File: src/rtl/u16u8_pkg.sv
// ----------------------------------------------------------------------------
// UTF-16 to UTF-8 transcoder package
// Shared constants and the encoder result record.
// ----------------------------------------------------------------------------
package u16u8_pkg;

  // most bytes one code unit can produce (replacement plus three-byte unit)
  localparam int unsigned MAX_BYTES = 6;
  localparam int unsigned CNT_W     = 3;
  localparam int unsigned REPL_LEN  = 3;

  // U+FFFD in UTF-8
  localparam logic [7:0] REPL_B0 = 8'hEF;
  localparam logic [7:0] REPL_B1 = 8'hBF;
  localparam logic [7:0] REPL_B2 = 8'hBD;

  // surrogate tags in the upper six bits of a code unit
  localparam logic [5:0] TAG_HIGH = 6'b110110;
  localparam logic [5:0] TAG_LOW  = 6'b110111;

  typedef struct packed {
    logic [MAX_BYTES-1:0][7:0] bytes;      // bytes[0] goes out first
    logic [CNT_W-1:0]          count;      // 0 to 6
    logic                      held_valid; // high surrogate held after this unit
    logic [9:0]                held_bits;
  } enc_res_t;

endpackage

File: src/rtl/utf16le_to_utf8_replacing.sv
// ----------------------------------------------------------------------------
// UTF-16LE to UTF-8 transcoder with replacement
// Streams UTF-16 code units in and UTF-8 bytes out; unpaired surrogates
// become U+FFFD.
// ----------------------------------------------------------------------------
//  channel | tdata               | tlast           | words per item
//  --------+---------------------+-----------------+---------------
//  in_     | [15:0] code_unit    | end_of_payload  | 1
//  out_    | [7:0]  utf8_byte    | run_last        | 0 to 6
//
// A code unit yields as many bytes as it encodes to (1 to 6; a held high
// surrogate yields none), one byte per cycle while out_tready is high.
// The next unit is taken in the cycle the last byte of the current one
// leaves, so units follow back to back. Reset (synchronous, active low)
// drops the byte buffer and any held surrogate. Output stalls hold the
// buffer and the input waits.
// ----------------------------------------------------------------------------
module utf16le_to_utf8_replacing (
  input  logic        clk,
  input  logic        rst_n,
  input  logic        in_tvalid,
  output logic        in_tready,
  input  logic [15:0] in_tdata,   // [15:0] code_unit
  input  logic        in_tlast,   // end_of_payload
  output logic        out_tvalid,
  input  logic        out_tready,
  output logic [7:0]  out_tdata,  // [7:0] utf8_byte
  output logic        out_tlast   // run_last
);
  import u16u8_pkg::*;

  enc_res_t                  enc;
  logic                      busy_r,      busy_nxt;
  logic [CNT_W-1:0]          cnt_r,       cnt_nxt;
  logic [CNT_W-1:0]          idx_r,       idx_nxt;
  logic [MAX_BYTES-1:0][7:0] bytes_r,     bytes_nxt;
  logic                      held_v_r,    held_v_nxt;
  logic [9:0]                held_bits_r, held_bits_nxt;
  logic                      in_fire;
  logic                      out_fire;
  logic                      at_last;

  u16u8_encode u_enc (
    .code_unit      (in_tdata),
    .end_of_payload (in_tlast),
    .held_valid     (held_v_r),
    .held_bits      (held_bits_r),
    .res            (enc)
  );

  // handshake
  assign at_last    = (idx_r == cnt_r - CNT_W'(1));
  assign out_fire   = out_tvalid && out_tready;
  assign in_tready  = !busy_r || (out_fire && at_last);
  assign in_fire    = in_tvalid && in_tready;
  assign out_tvalid = busy_r;
  assign out_tdata  = bytes_r[idx_r];
  assign out_tlast  = at_last;

  // buffer and held surrogate update
  always_comb begin
    busy_nxt      = busy_r;
    cnt_nxt       = cnt_r;
    idx_nxt       = idx_r;
    bytes_nxt     = bytes_r;
    held_v_nxt    = held_v_r;
    held_bits_nxt = held_bits_r;
    if (in_fire) begin
      busy_nxt      = (enc.count != '0);
      cnt_nxt       = enc.count;
      idx_nxt       = '0;
      bytes_nxt     = enc.bytes;
      held_v_nxt    = enc.held_valid;
      held_bits_nxt = enc.held_bits;
    end else if (out_fire) begin
      if (at_last) begin
        busy_nxt = 1'b0;
      end else begin
        idx_nxt = idx_r + CNT_W'(1);
      end
    end
  end

  // control state
  always_ff @(posedge clk) begin
    if (!rst_n) begin
      busy_r      <= 1'b0;
      cnt_r       <= '0;
      idx_r       <= '0;
      held_v_r    <= 1'b0;
      held_bits_r <= '0;
    end else begin
      busy_r      <= busy_nxt;
      cnt_r       <= cnt_nxt;
      idx_r       <= idx_nxt;
      held_v_r    <= held_v_nxt;
      held_bits_r <= held_bits_nxt;
    end
  end

  // byte buffer payload
  always_ff @(posedge clk) begin
    bytes_r <= bytes_nxt;
  end

endmodule

File: src/rtl/u16u8_encode.sv
// ----------------------------------------------------------------------------
// UTF-16 code unit encoder
// Turns one code unit plus the held high surrogate into up to six UTF-8
// bytes and the next held state.
// ----------------------------------------------------------------------------
module u16u8_encode (
  input  logic [15:0]         code_unit,
  input  logic                end_of_payload,
  input  logic                held_valid,
  input  logic [9:0]          held_bits,
  output u16u8_pkg::enc_res_t res
);
  import u16u8_pkg::*;

  logic                 is_high;
  logic                 is_low;
  logic                 pair;
  logic [20:0]          cp;
  logic [2:0][7:0]      bmp_b;
  logic [CNT_W-1:0]     bmp_n;
  logic [2:0][7:0]      main_b;
  logic [CNT_W-1:0]     main_n;
  logic [2:0][7:0]      repl_b;

  assign is_high = (code_unit[15:10] == TAG_HIGH);
  assign is_low  = (code_unit[15:10] == TAG_LOW);
  assign pair    = held_valid && is_low;
  assign cp      = 21'h10000 + {1'b0, held_bits, code_unit[9:0]};
  assign repl_b  = {REPL_B2, REPL_B1, REPL_B0};

  // plain BMP unit, one to three bytes
  always_comb begin
    bmp_b = '0;
    if (code_unit[15:7] == '0) begin
      bmp_b[0] = code_unit[7:0];
      bmp_n    = CNT_W'(1);
    end else if (code_unit[15:11] == '0) begin
      bmp_b[0] = {3'b110, code_unit[10:6]};
      bmp_b[1] = {2'b10, code_unit[5:0]};
      bmp_n    = CNT_W'(2);
    end else begin
      bmp_b[0] = {4'b1110, code_unit[15:12]};
      bmp_b[1] = {2'b10, code_unit[11:6]};
      bmp_b[2] = {2'b10, code_unit[5:0]};
      bmp_n    = CNT_W'(3);
    end
  end

  // bytes owed by this unit itself, apart from a pair
  always_comb begin
    if (is_low) begin
      main_b = repl_b;
      main_n = CNT_W'(REPL_LEN);
    end else if (is_high) begin
      main_b = end_of_payload ? repl_b : '0;
      main_n = end_of_payload ? CNT_W'(REPL_LEN) : '0;
    end else begin
      main_b = bmp_b;
      main_n = bmp_n;
    end
  end

  // assemble: pair, or replacement for a stale high surrogate then the unit
  always_comb begin
    res.bytes = '0;
    if (pair) begin
      res.bytes[0] = {5'b11110, cp[20:18]};
      res.bytes[1] = {2'b10, cp[17:12]};
      res.bytes[2] = {2'b10, cp[11:6]};
      res.bytes[3] = {2'b10, cp[5:0]};
      res.count    = CNT_W'(4);
    end else if (held_valid) begin
      res.bytes[2:0] = repl_b;
      res.bytes[5:3] = main_b;
      res.count      = main_n + CNT_W'(REPL_LEN);
    end else begin
      res.bytes[2:0] = main_b;
      res.count      = main_n;
    end
    // a high surrogate is held unless the payload ends here
    res.held_valid = is_high && !end_of_payload;
    res.held_bits  = res.held_valid ? code_unit[9:0] : '0;
  end

endmodule

File: config.mk
export PLATFORM = sky130hd
export DESIGN_NAME = utf16le_to_utf8_replacing
export DESIGN_NICKNAME = d
export VERILOG_FILES = /design/src/rtl/u16u8_pkg.sv /design/src/rtl/utf16le_to_utf8_replacing.sv /design/src/rtl/u16u8_encode.sv
export SDC_FILE = /design/constraint.sdc
export NUM_CORES = 1
export LEC_CHECK = 0
export BUFFER_PORTS_ARGS = -buffer_cell sky130_fd_sc_hd__clkbuf_2
export CORE_MARGIN = 3
export CORE_UTILIZATION = 51
export CTS_CLUSTER_DIAMETER = 60
export DETAILED_ROUTE_END_ITERATION = 10
export PLACE_DENSITY = 0.7
export SLEW_MARGIN = 40
export SYNTH_ARGS = -nofsm -noshare
export SYNTH_HDL_FRONTEND = slang
export SYNTH_HIERARCHICAL = 1
export SYNTH_SLANG_ARGS = --single-unit
export TNS_END_PERCENT = 50
File: constraint.sdc
create_clock -name clk -period 5.1 [get_ports clk]
set_input_delay 0.255 -clock clk [delete_from_list [all_inputs] [get_ports clk]]
set_output_delay 0.255 -clock clk [all_outputs]
set_load 0.03 [all_outputs]
== After elaboration in Yosys (flattened, before gate mapping) ==
Index checks and enable logic that the tools add are counted.

* Output and inout bits: 11
* Register bits after elaboration: 66
* Latch bits: 0
* Input port bits: 21
* Memories: 0
* ROM bits: 0
* Memory bits (writable): 0

* Divide/modulo/power cells: 0
* Order comparisons: 1
* Shifts and indexed selects: 0
* Bitwise operators: 3
* Multiply operators: 0
* Muxes and demuxes: 21
* $add $sub $neg: 4
* Reduce and logical (&&, ||, !) cells: 18
* Equality and inequality tests: 3

{| class="wikitable"
|+ Operator list
! kind !! count
|-
| $mux W24 || 3
|-
| $mux W33 || 1
|-
| $mux W8 || 4
|-
| $mux W27 || 1
|-
| $bmux W8 S3 || 1
|-
| $add A17 B20 Y21 const A || 1
|-
| $mux W16 || 1
|-
| $mux W14 || 1
|-
| $eq A6 B6 Y1 const B || 2
|-
| $mux W10 || 1
|-
| $logic_not A9 Y1 || 1
|-
| $mux W3 || 3
|-
| $reduce_or A2 Y1 || 3
|-
| $logic_and A1 B1 Y1 || 5
|-
| $logic_not A5 Y1 || 1
|-
| $lt A3 B4 Y1 const B || 1
|-
| $mux W1 || 4
|-
| $reduce_and A2 Y1 || 2
|-
| $reduce_bool A2 Y1 || 2
|-
| $add A3 B1 Y3 const B || 1
|-
| $add A3 B2 Y3 const B || 1
|-
| $eq A3 B3 Y1 || 1
|-
| $not A1 Y1 || 3
|-
| $reduce_bool A3 Y1 || 1
|-
| 4 further kinds || 5
|}

== Longest topological paths before layout ==
Gate-level depths: netlist of run 1.

* Word-level depth: 10
* Depth in mapped cells: 11

== Hierarchy ==
The synthesis of run 1 kept the hierarchy.

{| class="wikitable"
|+ By module, submodules not included
! module !! seq. area each (um^2) !! instances !! cells an instance !! area each (um^2)
|-
| utf16le_to_utf8_replacing || 1801.7 || 1 || 184 || 2705.1
|-
| u16u8_encode || 0.0 || 1 || 164 || 1066.0
|}

== Least setup slack after synthesis of run 1 ==
No wires, ideal clock.

* Path type: reg2reg
* From: register cnt_r[0]
* To: register bytes_r[0] (netlist name), enable pin
* Stages on the path, launching flop included: 7
* Period minus slack after synthesis: 2136 ps
* Data required time: 4757 ps
* Setup slack: 2964 ps
* Data arrival time: 1793 ps
* Cells stage by stage: dfxtp_1 > inv_1 > ha_1 > xnor2_1 > o41ai_4 > buf_6 > buf_8

* Longest elaborated chain between the ends: 5

{| class="wikitable"
|+ Ends and longest elaborated chain
! element !! RTL line !! text
|-
| start, declared || utf16le_to_utf8_replacing.sv:34 || <nowiki>logic [CNT_W-1:0] cnt_r, cnt_nxt;</nowiki>
|-
| start signal, assigned || utf16le_to_utf8_replacing.sv:94 || <nowiki>cnt_r <= cnt_nxt;</nowiki>
|-
| $sub A3 B1 Y3 || utf16le_to_utf8_replacing.sv:52 || <nowiki>assign at_last = (idx_r == cnt_r - CNT_W'(1));</nowiki>
|-
| $eq A3 B3 Y1 || utf16le_to_utf8_replacing.sv:52 ||
|-
| $logic_and A1 B1 Y1 || utf16le_to_utf8_replacing.sv:54 || <nowiki>assign in_tready = !busy_r || (out_fire && at_last);</nowiki>
|-
| $logic_or A1 B1 Y1 || utf16le_to_utf8_replacing.sv:54 ||
|-
| $logic_and A1 B1 Y1 || utf16le_to_utf8_replacing.sv:55 || <nowiki>assign in_fire = in_tvalid && in_tready;</nowiki>
|-
| named net in_fire || utf16le_to_utf8_replacing.sv:39 || <nowiki>logic in_fire;</nowiki>
|-
| end signal, assigned || utf16le_to_utf8_replacing.sv:103 || <nowiki>bytes_r <= bytes_nxt;</nowiki>
|-
| end, declared || utf16le_to_utf8_replacing.sv:36 || <nowiki>logic [MAX_BYTES-1:0][7:0] bytes_r, bytes_nxt;</nowiki>
|}

The timed path passes the listed nets, and every way through them passes these cells.
A chain may end at the register's enable or synchronous reset.

== Worst setup path in the final report of run 1 ==
* From: register idx_r[2]
* To: register idx_r[1]

* Longest elaborated chain between the ends: 5

{| class="wikitable"
|+ Ends and longest elaborated chain
! element !! RTL line !! text
|-
| start, declared || utf16le_to_utf8_replacing.sv:35 || <nowiki>logic [CNT_W-1:0] idx_r, idx_nxt;</nowiki>
|-
| start signal, assigned || utf16le_to_utf8_replacing.sv:95 || <nowiki>idx_r <= idx_nxt;</nowiki>
|-
| $eq A3 B3 Y1 * || utf16le_to_utf8_replacing.sv:52 ||
|-
| $logic_and A1 B1 Y1 || utf16le_to_utf8_replacing.sv:54 ||
|-
| $logic_or A1 B1 Y1 || utf16le_to_utf8_replacing.sv:54 ||
|-
| $logic_and A1 B1 Y1 || utf16le_to_utf8_replacing.sv:55 ||
|-
| $reduce_or A2 Y1 (no source line) || - ||
|}

Mark *: on every way between the ends. The rest lies on a longest branch, timed or not.

==> impl_metrics.json, run 1 <==
{
  "avgSynthCellArea_um2": 10.8,
  "setup_violations": 0,
  "synth_mux_area_frac": 0.0747,
  "ir_drop_mv": 0.176,
  "path_class": "reg2reg",
  "drv_slew": 0,
  "async_reset_ff_frac": 0,
  "grtUsageTotal": 0.225,
  "antenna_found_initial": 0,
  "regToRegSetupSlack_ns": 2.57,
  "ys_top_cells_by_count": "edfxtp_1, nand2_1, nand3_1",
  "syn_to_final_growth_pct": 9.19,
  "drt-total-wl_um": 8920,
  "start_util": 0.540,
  "cp.required_ns": 5.32,
  "io_pins": 32,
  "rsz0062_at_grt": "no",
  "fin_crit_sh": 0.497,
  "core_mm2": 0.00698,
  "synth_simple_gate_area_share": 0.151,
  "synth_most_common_cell": "edfxtp_1",
  "cp-end-kind": "flop",
  "synthXorXnorAreaFrac": 0.0332,
  "cts_hold_buf": 0,
  "cts_tree": "yes",
  "finalSetupTns_ns": 0,
  "syn-instance-count": 348,
  "p_leak_nw": 1.50,
  "ctsHtreeMaxLevel": 3,
  "maxUsedRoutingLayer": "met4",
  "yosysWarnings": 6,
  "wl_met1_um": 3950,
  "synth-seq-cells": 66,
  "root_buffer": "clkbuf_8",
  "nets": 392,
  "clkLatencyLatePin_ns": 0.33,
  "post_drt_wl_per_cell_um": 19.1,
  "path_clk_slew_ns": 0.07,
  "synth_ff_type": "edfxtp_1",
  "status": "finished clean",
  "synth_compound_area_frac": 0.187,
  "fin_cells": 468,
  "vias": 2861,
  "ys_seq_area_frac": 0.478,
  "drt-pass1-iter-count": 5,
  "drive_gt1_frac": 0.245,
  "cts_buffers": 9,
  "synth_top_cell_by_area": "edfxtp_1",
  "critPathArrivalTime_ns": 2.75,
  "grt_pass1_vias": 2674,
  "synth_top_family_by_area": "compound AO/OA/AOI/OAI gates",
  "post_cts_buffers": 0,
  "rr_startpoint": "idx_r[2]",
  "clk_path_buf_depth": 2,
  "crit_fanout": 77,
  "timing_hold_violations_final": 0,
  "grt_pass1_wl_um": 14600,
  "fin_ws_ns": 2.57,
  "die-area_mm2": 0.00846,
  "ant_nets": 0,
  "drcViolationCount": 0,
  "synthAdderAreaFrac": 0.0133,
  "ys_top_cells_by_area": "edfxtp_1, dfxtp_1, mux4_2",
  "place_inst": 452,
  "die_w_um": 92.0,
  "drtIter0Drc": 203,
  "grt_max_degree": 78,
  "cts_resized": 0,
  "synth_area_mm2": 0.00377,
  "dr_wl_met2_um": 4110,
  "power.density_mw_per_mm2": 287,
  "min_from": "in_tvalid",
  "hold_path.class": "in2reg",
  "maxCapViolations": 0,
  "cts.sinks": 66,
  "wl_met3_um": 765,
  "fp-row-count": 30,
  "finClkSkew_ns": 0.00480,
  "relSlewSlack": 0.445,
  "pre_cts_slack_ns": 2.35,
  "die_h_um": 92.0,
  "grt-ovfl-total": 0,
  "ys_types": 60,
  "start_kind": "flop",
  "globalplace.congestion": 0.978,
  "dp_hpwl_um": 6320,
  "clock.fmax_mhz": 395,
  "finalPower_w": 0.00118,
  "startpoint": "idx_r[2]",
  "min_period_ns": 2.53,
  "max_slew.worst_pin.slew_ns": 0.826,
  "avgViaCountPerCell": 6.11,
  "antenna_cells": 0,
  "synth-edff-count": 48,
  "synth_top_area_frac": 0.382,
  "port_buffers": 31
}
[final timing paths]
| check | cells past startpoint | end |
|---|---|---|
| hold reg to reg | 2 | cnt_r[1] |
| hold / removal | 3 | out_tvalid |
| setup / recovery | 5 | idx_r[1] |
| setup reg to reg | 5 | idx_r[1] |
[cells in the final DEF, fill, tap and decap left out, types with 8 or more instances in the layout]
cell and instances:
o21ai_0 13, nand2_1 23, nor2_1 20, nor3_1 9, inv_1 17, clkbuf_2 31
nand3_1 21, dfxtp_1 18, o221a_2 8, edfxtp_1 48, mux4_2 8, o22ai_1 10
mux2i_1 9, a21oi_1 11, o21ai_2 10, clkbuf_8 9
[power by group]
part | internal [W] | total [W] | switching (W)
registers | 0.000602 | 0.000610 | 0.00000772
clock network | 0.000225 | 0.000424 | 0.000199
logic | 0.0000490 | 0.000146 | 0.0000973
total | 0.000875 | 0.00118 | 0.000304
[registers in the layout, indices dropped and copies added (netlist names)]
register	flops
held_v_r	1
out_tvalid	1
idx_r	3
held_bits_r	10
cnt_r	3
bytes_r	48
[metrics by stage]
| step | hold slack, ns | util | instance area, um2 |
|---|---|---|---|
| floorplan | 0.413 | - | 3780 |
| global placement | 0.450 | 0.561 | 3920 |
| detailed placement | 0.455 | 0.561 | 3920 |
| CTS | 0.214 | 0.589 | 4110 |
| global route | 0.245 | 0.590 | 4120 |
| finish | 0.241 | 0.590 | 4120 |
[final cells by class]
| class | count | area (um2) |
|---|---|---|
| Fill cell | 653 | 2860 |
| Sequential cell | 66 | 1800 |
| Multi-Input combinational cell | 238 | 1750 |
| Timing Repair Buffer | 34 | 181 |
| Clock buffer | 9 | 124 |
| Tap cell | 96 | 120 |
| Clock inverter | 7 | 70.1 |
| Inverter | 18 | 67.6 |
[logic make-up after synthesis]
group | after synthesis
muxes | 18
AOI/OAI and AO/OA | 93
and+or+nand+nor | 108
DFF | 66
buffers and inverters | 47
xor gates and xnor gates | 11
adders and majority gates | 4
other | 1
[worst max-delay path, cell delays in order, from the launching register on]
cell	delay [ns]
dfxtp_1	0.62
xor3_1	0.56
o41ai_4	0.37
buf_6	0.56
nand2b_1	0.23
nor2_1	0.07
[metal layers]
metal  track usage  up-vias
li1              -     1353
met1         0.326     1363
met2         0.340      135
met3        0.0517       10
met4        0.0606        0
met5             0        -
(Power assumes the default switching activity.)
==> inputs of run 2 (changes only) <==
- clock period: 5.1 -> 2.65 ns (I/O delays scaled with it)
==> impl_metrics.json, run 2 (synthesis results as in run 1) <==
{
  "status": "finished clean",
  "cp-end-kind": "flop",
  "post_cts_buffers": 0,
  "min_from": "in_tvalid",
  "die_h_um": 92.0,
  "clock.fmax_mhz": 449,
  "setup_violations": 0,
  "root_buffer": "clkbuf_8",
  "grt_pass1_vias": 2805,
  "syn_to_final_growth_pct": 13.1,
  "switching_share": 0.248,
  "nets": 404,
  "finClkSkew_ns": 0.0146,
  "cp.required_ns": 2.89,
  "final_cell_mix": "edfxtp_1, clkbuf_2, nand2_1",
  "slowest_stage": "dfxtp_1",
  "largest_reg_flops": 48,
  "post_drt_wl_per_cell_um": 20.0,
  "relSlewSlack": 0.593,
  "p_int_w": 0.00189,
  "core_mm2": 0.00698,
  "path_cells": "inv_1, ha_1, xnor2_1, o41ai_4, buf_12, nand2b_1, nor2_1",
  "path_clk_slew_ns": 0.08,
  "cts_buffers": 9,
  "grt_pass1_wl_um": 15000,
  "ant_nets": 0,
  "avgViaCountPerCell": 6.01,
  "pre_cts_slack_ns": 0.293,
  "drive_gt1_frac": 0.266,
  "clk_path_buf_depth": 2,
  "hold_path.class": "in2reg",
  "timing_hold_violations_final": 0,
  "critPathArrivalTime_ns": 2.46,
  "finalSetupTns_ns": 0,
  "startpoint": "cnt_r[0]",
  "final_common_cell": "edfxtp_1",
  "hold_slack_ns": 0.0985,
  "p_seq_frac": 0.466,
  "power.density_mw_per_mm2": 590,
  "combinationalPowerShare": 0.116,
  "antenna_found_initial": 0,
  "ir_drop_mv": 0.276,
  "fillCellCount": 597,
  "io_pins": 32,
  "globalplace.congestion": 0.949,
  "clkLatencyLatePin_ns": 0.34,
  "ctsHtreeMaxLevel": 3,
  "pwr-share-clk": 0.418,
  "die-area_mm2": 0.00846,
  "min_period_ns": 2.22,
  "vias": 2887,
  "port_buffers": 31,
  "antenna_cells": 0,
  "p_leak_nw": 1.59,
  "rr_startpoint": "cnt_r[0]",
  "grt_max_degree": 78,
  "max_slew.worst_pin.slew_ns": 0.605,
  "fin_crit_sh": 0.840,
  "reg.largest.list": "bytes_r (48), held_bits_r (10)",
  "cp_slowest_stage_delay_ns": 0.42,
  "cts_tree": "yes",
  "grtUsageTotal": 0.234,
  "drtIter0Drc": 243,
  "multi_input_area_mm2": 0.00175,
  "cts_resized": 0,
  "grt-ovfl-total": 0,
  "dp_hpwl_um": 6960,
  "drcViolationCount": 0,
  "fin_ws_ns": 0.425,
  "maxCapViolations": 0,
  "path_class": "reg2reg",
  "start_util": 0.540,
  "regMostFlops": "bytes_r",
  "switchingPower_w": 0.000624,
  "drt-total-wl_um": 9580,
  "drv_slew": 0,
  "die_w_um": 92.0,
  "crit_fanout": 77,
  "seqCellArea_mm2": 0.00180,
  "drt-pass1-iter-count": 6,
  "rsz0062_at_grt": "no",
  "cts_hold_buf": 0,
  "fp-row-count": 30,
  "cts.sinks": 66,
  "start_kind": "flop"
}
[run 2: worst max-delay path, delay by kind of cell, from the launching register on]
kind | cells | cell delay, ns
buf+inv | 2 | 0.44
flops | 1 | 0.42
compound gates | 1 | 0.40
fa+ha+maj | 1 | 0.33
simple gates | 2 | 0.30
xor+xnor | 1 | 0.20
[run 2: per-layer routing]
| metal | track usage | routed length [um] |
|---|---|---|
| met2 | 0.360 | 4420 |
| met3 | 0.0558 | 689 |
| met4 | 0.100 | 228 |
| met5 | 0 | 0 |
| met1 | 0.318 | 4240 |
[run 2: power by group through the flow]
stage / clock, W / combinational [W] / sequential (W)
final: 0.00105 / 0.000292 / 0.00117
after global routing: 0.00111 / 0.000314 / 0.00118
after CTS: 0.00107 / 0.000291 / 0.00117
after detailed placement: 0 / 0.000289 / 0.00120
after global placement: 0 / 0.000287 / 0.00119
after floorplan: 0 / 0.000205 / 0.00119
[run 2: final timing paths]
path	end	slack [ns]	cells past startpoint
worst max register to register	idx_r[0]	0.43	7
worst min-delay path	out_tvalid	0.1	3
worst min register to register	held_bits_r[4]	0.47	2
worst max-delay path	idx_r[0]	0.43	7
[run 2: layout make-up]
class,instances,area share
flip-flops and latches,66,0.422
multi-input cells,238,0.410
clock buffers,9,0.0290
clock inverters,7,0.0293
inverters,18,0.0158
repair buffers,46,0.0657
well taps,96,0.0282
[run 2: metrics by stage]
step | util | instances | total power [W] | instance area (um2)
floorplan | - | 351 | 0.00140 | 3780
global placement | 0.575 | 464 | 0.00148 | 4020
detailed placement | 0.575 | 464 | 0.00149 | 4020
CTS | 0.611 | 480 | 0.00253 | 4270
global route | 0.611 | 480 | 0.00260 | 4270
finish | 0.611 | 480 | 0.00252 | 4270
